[src/hw/rtl/sll_pkg.sv]
// ----------------------------------------------------------------------------
// Shell line lexer package
// Types, codes and helper functions shared by the lexer core and top level.
// ----------------------------------------------------------------------------
package sll_pkg;

  localparam int unsigned CharW  = 8;
  localparam int unsigned LimitW = 2;

  localparam logic [LimitW-1:0] RunLimitReset = 2'd2;

  localparam logic [CharW-1:0] ChLess   = 8'h3C;  // '<'
  localparam logic [CharW-1:0] ChGreat  = 8'h3E;  // '>'
  localparam logic [CharW-1:0] ChPipe   = 8'h7C;  // '|'
  localparam logic [CharW-1:0] ChDquote = 8'h22;
  localparam logic [CharW-1:0] ChSquote = 8'h27;
  localparam logic [CharW-1:0] ChSpace  = 8'h20;
  localparam logic [CharW-1:0] ChTab    = 8'h09;
  localparam logic [CharW-1:0] ChCr     = 8'h0D;

  typedef enum logic [1:0] {
    MODE_IDLE = 2'd0,
    MODE_WORD = 2'd1,
    MODE_OPER = 2'd2
  } lex_mode_e;

  typedef enum logic [1:0] {
    QUOTE_NONE   = 2'd0,
    QUOTE_DOUBLE = 2'd1,
    QUOTE_SINGLE = 2'd2
  } quote_e;

  typedef enum logic [1:0] {
    OP_NONE  = 2'd0,
    OP_LESS  = 2'd1,
    OP_GREAT = 2'd2,
    OP_PIPE  = 2'd3
  } oper_e;

  typedef enum logic [1:0] {
    ROLE_SEP  = 2'd0,
    ROLE_WORD = 2'd1,
    ROLE_OPER = 2'd2
  } role_e;

  typedef enum logic [1:0] {
    ERR_NONE   = 2'd0,
    ERR_DQUOTE = 2'd1,
    ERR_SQUOTE = 2'd2,
    ERR_RUN    = 2'd3
  } err_e;

  typedef struct packed {
    logic [CharW-1:0] char_in;
    logic             line_end;
  } in_word_t;

  typedef struct packed {
    logic [CharW-1:0] char_out;
    logic [1:0]       role;
    logic             token_start;
    logic [1:0]       error_code;
    logic             line_done;
  } out_word_t;

  function automatic oper_e oper_code(logic [CharW-1:0] c);
    oper_e code;
    code = OP_NONE;
    if (c == ChLess) begin
      code = OP_LESS;
    end else if (c == ChGreat) begin
      code = OP_GREAT;
    end else if (c == ChPipe) begin
      code = OP_PIPE;
    end
    return code;
  endfunction

  function automatic logic is_blank(logic [CharW-1:0] c);
    return (c inside {[ChTab:ChCr], ChSpace});
  endfunction

endpackage

[src/hw/rtl/sll_lex_core.sv]
// ----------------------------------------------------------------------------
// Shell line lexer core
// Holds the per-line lexer state and the run limit, and classifies one byte.
// ----------------------------------------------------------------------------
module sll_lex_core (
  input  logic                          clk_i,
  input  logic                          rst_ni,
  input  logic                          cfg_we_i,
  input  logic [sll_pkg::LimitW-1:0]    cfg_data_i,
  input  logic                          step_i,
  input  sll_pkg::in_word_t             item_i,
  output sll_pkg::out_word_t            result_o
);

  sll_pkg::lex_mode_e            mode_q, mode_d;
  sll_pkg::quote_e               quote_q, quote_d;
  sll_pkg::oper_e                run_char_q, run_char_d;
  logic [1:0]                    run_len_q, run_len_d;
  sll_pkg::err_e                 err_q, err_d;
  logic [sll_pkg::LimitW-1:0]    limit_q;

  sll_pkg::oper_e                op;
  sll_pkg::role_e                role;
  logic                          start;
  logic [2:0]                    run_next;
  logic                          run_err;

  always_comb begin
    mode_d     = mode_q;
    quote_d    = quote_q;
    run_char_d = run_char_q;
    run_len_d  = run_len_q;
    err_d      = err_q;
    role       = sll_pkg::ROLE_SEP;
    start      = 1'b0;
    run_next   = 3'd0;
    run_err    = 1'b0;
    op         = sll_pkg::oper_code(item_i.char_in);

    if (mode_q == sll_pkg::MODE_WORD && quote_q != sll_pkg::QUOTE_NONE) begin
      // Everything inside quotes belongs to the word, blanks and operators too.
      role = sll_pkg::ROLE_WORD;
      if ((quote_q == sll_pkg::QUOTE_DOUBLE && item_i.char_in == sll_pkg::ChDquote) ||
          (quote_q == sll_pkg::QUOTE_SINGLE && item_i.char_in == sll_pkg::ChSquote)) begin
        quote_d = sll_pkg::QUOTE_NONE;
      end
    end else if (sll_pkg::is_blank(item_i.char_in)) begin
      mode_d     = sll_pkg::MODE_IDLE;
      run_char_d = sll_pkg::OP_NONE;
      run_len_d  = 2'd0;
    end else if (op != sll_pkg::OP_NONE) begin
      role = sll_pkg::ROLE_OPER;
      if (mode_q == sll_pkg::MODE_OPER && run_char_q == op) begin
        run_next = {1'b0, run_len_q} + 3'd1;
      end else begin
        start      = 1'b1;
        mode_d     = sll_pkg::MODE_OPER;
        run_char_d = op;
        run_next   = 3'd1;
      end
      // The stored length saturates at three, so a fourth byte still reads as too long.
      run_err   = (run_next > {1'b0, limit_q});
      run_len_d = run_next[2] ? 2'd3 : run_next[1:0];
    end else begin
      role = sll_pkg::ROLE_WORD;
      if (mode_q != sll_pkg::MODE_WORD) begin
        start      = 1'b1;
        mode_d     = sll_pkg::MODE_WORD;
        run_char_d = sll_pkg::OP_NONE;
        run_len_d  = 2'd0;
      end
      if (item_i.char_in == sll_pkg::ChDquote) begin
        quote_d = sll_pkg::QUOTE_DOUBLE;
      end else if (item_i.char_in == sll_pkg::ChSquote) begin
        quote_d = sll_pkg::QUOTE_SINGLE;
      end
    end

    // The first error of the line is kept.
    if (run_err && err_d == sll_pkg::ERR_NONE) begin
      err_d = sll_pkg::ERR_RUN;
    end
    if (item_i.line_end && quote_d != sll_pkg::QUOTE_NONE && err_d == sll_pkg::ERR_NONE) begin
      err_d = (quote_d == sll_pkg::QUOTE_DOUBLE) ? sll_pkg::ERR_DQUOTE : sll_pkg::ERR_SQUOTE;
    end

    result_o.char_out    = item_i.char_in;
    result_o.role        = role;
    result_o.token_start = start;
    result_o.error_code  = err_d;
    result_o.line_done   = item_i.line_end;

    if (item_i.line_end) begin
      mode_d     = sll_pkg::MODE_IDLE;
      quote_d    = sll_pkg::QUOTE_NONE;
      run_char_d = sll_pkg::OP_NONE;
      run_len_d  = 2'd0;
      err_d      = sll_pkg::ERR_NONE;
    end
  end

  always_ff @(posedge clk_i or negedge rst_ni) begin
    if (!rst_ni) begin
      mode_q     <= sll_pkg::MODE_IDLE;
      quote_q    <= sll_pkg::QUOTE_NONE;
      run_char_q <= sll_pkg::OP_NONE;
      run_len_q  <= 2'd0;
      err_q      <= sll_pkg::ERR_NONE;
    end else if (step_i) begin
      mode_q     <= mode_d;
      quote_q    <= quote_d;
      run_char_q <= run_char_d;
      run_len_q  <= run_len_d;
      err_q      <= err_d;
    end
  end

  always_ff @(posedge clk_i or negedge rst_ni) begin
    if (!rst_ni) begin
      limit_q <= sll_pkg::RunLimitReset;
    end else if (cfg_we_i) begin
      limit_q <= cfg_data_i;
    end
  end

`ifndef NO_ASSERTIONS
  // A finished line leaves the lexer in its reset state.
  a_line_clears: assert property (@(posedge clk_i) disable iff (!rst_ni)
    step_i && item_i.line_end |=> mode_q == sll_pkg::MODE_IDLE &&
      quote_q == sll_pkg::QUOTE_NONE && err_q == sll_pkg::ERR_NONE)
    else $error("lexer state not cleared after line end");

  // A recorded error is never replaced within the line.
  a_err_sticky: assert property (@(posedge clk_i) disable iff (!rst_ni)
    step_i && !item_i.line_end && err_q != sll_pkg::ERR_NONE |=> err_q == $past(err_q))
    else $error("sticky error changed within a line");

  // A quote can only be open while inside a word.
  a_quote_in_word: assert property (@(posedge clk_i) disable iff (!rst_ni)
    quote_q != sll_pkg::QUOTE_NONE |-> mode_q == sll_pkg::MODE_WORD)
    else $error("quote open outside a word");

  // An operator run has a run character and a nonzero length.
  a_run_state: assert property (@(posedge clk_i) disable iff (!rst_ni)
    mode_q == sll_pkg::MODE_OPER |-> run_char_q != sll_pkg::OP_NONE && run_len_q != 2'd0)
    else $error("operator run state inconsistent");
`endif

endmodule

[src/hw/rtl/shell_line_lexer_unit.sv]
// ----------------------------------------------------------------------------
// Shell line lexer unit
// Byte-serial lexer for a shell command line with one result word per byte.
// ----------------------------------------------------------------------------
// Usage: feed the command line one byte per word on the input channel
// (in_valid_i/in_ready_o/in_data_i), with line_end set on its last byte.
// Each byte yields exactly one result word on the output channel
// (out_valid_o/out_ready_i/out_data_o): the byte, its role, a token start
// flag, the sticky error of the line and the line-done flag.
// The run limit is written through cfg_valid_i/cfg_data_i; cfg_ready_o is
// always high. Write it only while no bytes are in flight.
// The result passes one input register, then the classify logic into the
// result register. Throughput is one byte per cycle while the receiver does
// not stall, as the lexer state updates once for every byte taken.
// When the receiver stalls, the result register holds and the input register
// fills; in_ready_o drops only once both are occupied.
// Reset empties both registers, clears the lexer state and sets the run
// limit to two.
// ----------------------------------------------------------------------------
module shell_line_lexer_unit (
  input  logic                          clk_i,
  input  logic                          rst_ni,
  input  logic                          in_valid_i,
  output logic                          in_ready_o,
  input  sll_pkg::in_word_t             in_data_i,
  output logic                          out_valid_o,
  input  logic                          out_ready_i,
  output sll_pkg::out_word_t            out_data_o,
  input  logic                          cfg_valid_i,
  output logic                          cfg_ready_o,
  input  logic [sll_pkg::LimitW-1:0]    cfg_data_i
);

  logic                 in_valid_q;
  sll_pkg::in_word_t    in_data_q;
  logic                 out_valid_q;
  sll_pkg::out_word_t   out_data_q;
  sll_pkg::out_word_t   result;
  logic                 out_free;
  logic                 advance;

  assign out_free    = !out_valid_q || out_ready_i;
  assign advance     = in_valid_q && out_free;
  assign in_ready_o  = !in_valid_q || out_free;
  assign cfg_ready_o = 1'b1;

  sll_lex_core u_core (
    .clk_i      (clk_i),
    .rst_ni     (rst_ni),
    .cfg_we_i   (cfg_valid_i),
    .cfg_data_i (cfg_data_i),
    .step_i     (advance),
    .item_i     (in_data_q),
    .result_o   (result)
  );

  always_ff @(posedge clk_i or negedge rst_ni) begin
    if (!rst_ni) begin
      in_valid_q <= 1'b0;
    end else if (in_ready_o) begin
      in_valid_q <= in_valid_i;
    end
  end

  always_ff @(posedge clk_i) begin
    if (in_ready_o && in_valid_i) begin
      in_data_q <= in_data_i;
    end
  end

  always_ff @(posedge clk_i or negedge rst_ni) begin
    if (!rst_ni) begin
      out_valid_q <= 1'b0;
    end else if (out_free) begin
      out_valid_q <= in_valid_q;
    end
  end

  always_ff @(posedge clk_i) begin
    if (advance) begin
      out_data_q <= result;
    end
  end

  assign out_valid_o = out_valid_q;
  assign out_data_o  = out_data_q;

endmodule

[config.mk]
export PLATFORM = sky130hd
export DESIGN_NAME = shell_line_lexer_unit
export DESIGN_NICKNAME = d
export VERILOG_FILES = /design/src/hw/rtl/sll_pkg.sv /design/src/hw/rtl/sll_lex_core.sv /design/src/hw/rtl/shell_line_lexer_unit.sv
export SDC_FILE = /design/constraint.sdc
export NUM_CORES = 1
export LEC_CHECK = 0
export BUFFER_PORTS_ARGS = -buffer_cell sky130_fd_sc_hd__buf_2
export CAP_MARGIN = 40
export CORE_ASPECT_RATIO = 2
export CORE_MARGIN = 4
export CORE_UTILIZATION = 40
export CTS_CLUSTER_DIAMETER = 200
export DETAILED_ROUTE_END_ITERATION = 10
export PLACE_DENSITY = 0.57
export SETUP_SLACK_MARGIN = 0.1
export SYNTH_ARGS = -nofsm -noshare
export SYNTH_HDL_FRONTEND = slang
export SYNTH_HIERARCHICAL = 1
export SYNTH_SLANG_ARGS = --single-unit
[constraint.sdc]
create_clock -name clk_i -period 5.59 [get_ports clk_i]
set_input_delay 0 -clock clk_i [delete_from_list [all_inputs] [get_ports clk_i]]
set_output_delay 0 -clock clk_i [all_outputs]
set_load 0.01 [all_outputs]
## After elaboration in Yosys (flattened, before gate mapping)

Cells that the tools add are included.

| storage, ports and cells | value |
|---|---|
| bits in registers | 37 |
| input bits | 16 |
| output and inout bits | 17 |
| word-level logic and storage cells | 103 |

| operators by class | value |
|---|---|
| add/sub/neg operators | 1 |
| magnitude comparators | 3 |
| equality and inequality tests | 15 |
| muxes and demuxes | 43 |
| reduce and logical (&&, ||, !) cells | 25 |

Operators with widths:

| operator | count |
|---|---|
| 2-to-1 mux 2 bit | 32 |
| equality test 8 x 6 -> 1 bit (second input constant) | 5 |
| 2-to-1 mux 3 bit | 4 |
| logical AND 1 bit | 10 |
| equality test 8 x 7 -> 1 bit (second input constant) | 1 |
| greater-or-equal comparator 8 x 4 -> 1 bit (second input constant) | 1 |
| less-or-equal comparator 8 x 4 -> 1 bit (second input constant) | 1 |
| nonzero test 2 bit | 4 |
| 2-to-1 mux 1 bit | 7 |
| equality test 2 x 1 -> 1 bit (second input constant) | 3 |
| equality test 2 bit (second input constant) | 2 |
| logical NOT 2 bit | 2 |
| != test 4 x 3 -> 1 bit (second input constant) | 1 |
| AND reduction 4 bit | 1 |
| nonzero test 4 bit | 1 |
| adder 2 x 1 -> 3 bit (second input constant) | 1 |
| > comparator 3 x 2 -> 1 bit | 1 |
| logical OR 1 bit | 3 |
| AND reduction 3 bit | 1 |
| equality test 2 bit | 1 |
| logical NOT 1 bit | 2 |
| != test 2 x 1 -> 1 bit (second input constant) | 1 |
| != test 2 bit (second input constant) | 1 |
| OR reduction 2 bit | 1 |

## Longest topological paths before layout

| logic depth | value |
|---|---|
| depth after elaboration | 20 |
| gate-level depth with buffers | 11 |
| depth with buffers taken out | 10 |

## Cells and area by module

The synthesis kept the hierarchy.

By module, submodules not included:

| module | instances | cells an instance | area an instance (sq um) | seq. area each (sq um) |
|---|---|---|---|---|
| sll_lex_core | 1 | 122 | 1049.8 | 301.5 |
| shell_line_lexer_unit | 1 | 33 | 805.8 | 740.7 |

## Worst setup path before layout

OpenSTA, ideal clock, no wires.

| path | value |
|---|---|
| kind | register to register |
| start point | reg in_data_q[7] (netlist name) |
| end point | reg out_data_q (netlist bit out_data_o[2]) (data pin) |
| setup time | 274 ps |
| data arrival time | 2194 ps |
| data required time | 5316 ps |
| path slack | 3122 ps |
| stages on the path, launching flop included | 11 |
| buffers on the path | 0 |
| period minus slack after synthesis | 2468 ps |
| cells stage by stage | edfxtp_1 > nor4bb_1 > a31oi_1 > or3_1 > o41ai_1 > and2_1 > ha_1 > nor2b_1 > o21ai_0 > a211o_1 > o221ai_1 |

RTL lines:

| item | line | RTL |
|---|---|---|
| start: declaration | shell_line_lexer_unit.sv:35 | `sll_pkg::in_word_t in_data_q;` |
| start signal: assignment | shell_line_lexer_unit.sv:67 | `in_data_q <= in_data_i;` |
| end signal: assignment | shell_line_lexer_unit.sv:81 | `out_data_q <= result;` |
| end: declaration | shell_line_lexer_unit.sv:37 | `sll_pkg::out_word_t out_data_q;` |

==> out/summary.txt <==
Max Cap Viol: 0
worst path arrival time: 2800 ps
commonest non-fill, non-tap cells in the layout: buf_2, edfxtp_1, dlygate4sd3_1
Max Slew Vio Count: 0
overall power: 0.5926 mW
Final min period: 2782 ps
relative slew slack: 64.30%
Synth Net Count: 174
clk sink count: 37
area of the mapped netlist: 1856 um^2
Final Hold Fails: 0
Critical-path top delay cell: edfxtp_1
status: completed
CP Cell Sequence: nor4bb_1 > a31oi_1 > or3_1 > o41ai_1 > and2_1 > ha_1 > nor2b_1 > o21ai_0 > a211o_1 > o221ai_1
Synthesis Warnings: 6
leakage power: 0.8911 nW
port bufs: 31
Synth Instances: 155
area of the die: 5859 um^2
Worst-path clk slew: 80 ps
Req. time, crit path: 5610 ps
drt first-iter violations: 39
maximum buffer depth of the clock tree: 2
commonest register cell after synthesis: edfxtp_1
Detail Placement HPWL: 2901 um
EDFF count, synth: 23
Core ar.: 4424 um^2
final worst-path cycle share: 49.77%
Num CTS Buffers: 5
initial antenna violation count: 0
post-CTS setup buffer count: 0
Fmax: 359.5 MHz
Worst Max-Slew Pin Slew: 531.4 ps
Reg2Reg Depth: 10
Area Overhead vs Synth: 19.89%
fillers: 404
Clock Latency Late Sink: 290 ps
GP Congestion: 0.8244
pin count of the biggest net entering global routing: 23
post-synthesis sequential element count: 37
IO Pins: 33
DR DRC count: 0
First-pass DRT Iterations: 4
Routed WL: 3874 um
starting density of the core: 41.94%
WS Path Type: reg -> reg
Nets: 214
Root Driver: clkbuf_8
reg2reg end: out_data_o[2]
Setup crit start kind: flop
die height: 104.3 um
PD cells: 266.4 nW/um^2
worst min path class: in -> async
Cell variety after synth: 49
RSZ-0062 raised after global routing: no
Crit. End Element: flop
H-tree levels: 2
Seq/Total Area, Yosys: 56.17%
Async SR Flop Fraction: 37.84%
WL/cell: 15.50 um
most common cell after layout, fill and taps aside: buf_2
grt total ovfl: 0
slowest cell delay on critical path: 500 ps
vias post-DR: 1,338
Reg2Reg Setup Slack: 2810 ps
post_cts resized: 0
vias per cell: 5.352
post-route ant nets: 0
Rows: 34
RR Startpoint: in_data_q[7]
first-pass GRT wire length: 6458 um
number of global-route vias before repair: 1,388
Die Width: 56.16 um
number of diodes: 0
CTS tree: built
Critical Path Fanout Max: 7
Total Routing Usage GR: 14.09%
Crit. Startpoint: in_data_q[7]
Fin Setup TNS: 0 ps
Avg Inst Size Synth: 11.97 um^2
Final setup viols: 0
ratio of cells with drive above 1 in the final layout: 25.00%
Peak VDD IR: 0.1623 mV
Layout Skew: 9.522 ps
## metal layers
layer	routed length [um]	vias to the layer above	part of all wire, %	track usage [%]
met3	123	9	3.2	3.230
met1	1358	652	35	14.04
met4	97	0	2.5	6.452
met2	2295	33	59	26.47
li1	-	644	-	-
met5	0	-	0	0
## how the worst max path moves through the flow
stage                           end
CTS                 u_core/err_q[1]
global route          out_data_o[1]
detailed placement  u_core/err_q[1]
global placement      out_data_o[2]
floorplan             out_data_o[2]
finish                out_data_o[2]
## synthesized netlist by cell type (2+ instances only)
master    count  area, um^2
a211oi_1      3       22.52
a21o_1        2       15.01
a21oi_1       3       15.01
a22o_1        2       17.52
a31oi_1       2       12.51
and2_1        3       18.77
buf_4        11       82.58
clkbuf_1      2       7.510
dfrtp_1      13       325.3
edfxtp_1     23       690.7
ha_1          3       37.54
inv_1         9       33.78
mux2_1        2       22.52
nand2_1      14       52.55
nand2b_1      5       31.28
nor2_1        6       22.52
nor2b_1       4       25.02
nor3_1        6       30.03
nor4_1        2       12.51
nor4b_1       2       17.52
o21ai_0       6       30.03
o221ai_1      2       17.52
o22ai_1       2       12.51
o41ai_1       3       26.28
## logic make-up after synthesis
logic type	count (synthesis)	synth area share, %
buf+inv	23	7.283
compound gates	33	14.30
simple gates	52	16.72
fa+ha+maj	3	2.023
mux	4	2.360
xor+xnor	2	0.9442
other cells	1	0.2021
flops	37	56.17
## state kept, by name, indices dropped and copies added, names as in the netlist
register,count
u_core/quote_q,2
u_core/mode_q,2
in_valid_q,1
in_data_q,9
u_core/run_char_q,2
out_valid_o,1
out_data_o,14
u_core/limit_q,2
u_core/run_len_q,2
u_core/err_q,2
## worst max-delay path: cells and delay by family (launching register included)
| family | cells | cell delay, ps |
|---|---|---|
| AND/OR/NAND/NOR | 4 | 1070 |
| AO/OA/AOI/OAI | 5 | 700 |
| flip-flops | 1 | 500 |
| adder cells (fa/ha/maj) | 1 | 230 |
## through the flow
stage / instance area [um^2] / hold WS (ps) / std cells / util [%] / worst slack, ps
after floorplan: 1856 / -295.6 / 155 / - / 3122
after global placement: 1984 / -87.99 / 227 / 44.85 / 2934
after detailed placement: 1984 / -79.05 / 227 / 44.85 / 2863
after CTS: 2225 / 138.8 / 250 / 50.28 / 2833
after global routing: 2225 / 181.6 / 250 / 50.28 / 2643
final: 2225 / 133.9 / 250 / 50.28 / 2808
## final cells by class
cell class,instances,area [um^2],share of cell area [%]
flip-flops and latches,37,1042,46.85
multi-input cells,95,678.2,30.48
well taps,54,67.56,3.037
clock inverters,3,21.27,0.9561
clock buffers,5,68.82,3.093
inverters,9,33.78,1.519
repair buffers,47,312.8,14.06
## report_power, final
part / total, mW / leakage, nW / switching [mW] / internal [mW]
combinational: 0.0817 / 0.447 / 0.0451 / 0.0365
sequential: 0.326 / 0.400 / 0.0137 / 0.312
clock: 0.185 / 0.0445 / 0.0969 / 0.0883
## timing repair
action | CTS | global route
setup endpoints to repair | 0 | 0
hold buffers | 15 | 0
endpoints found under the hold margin | 27 | 0
No activity file was read; power rests on OpenSTA's default activity.
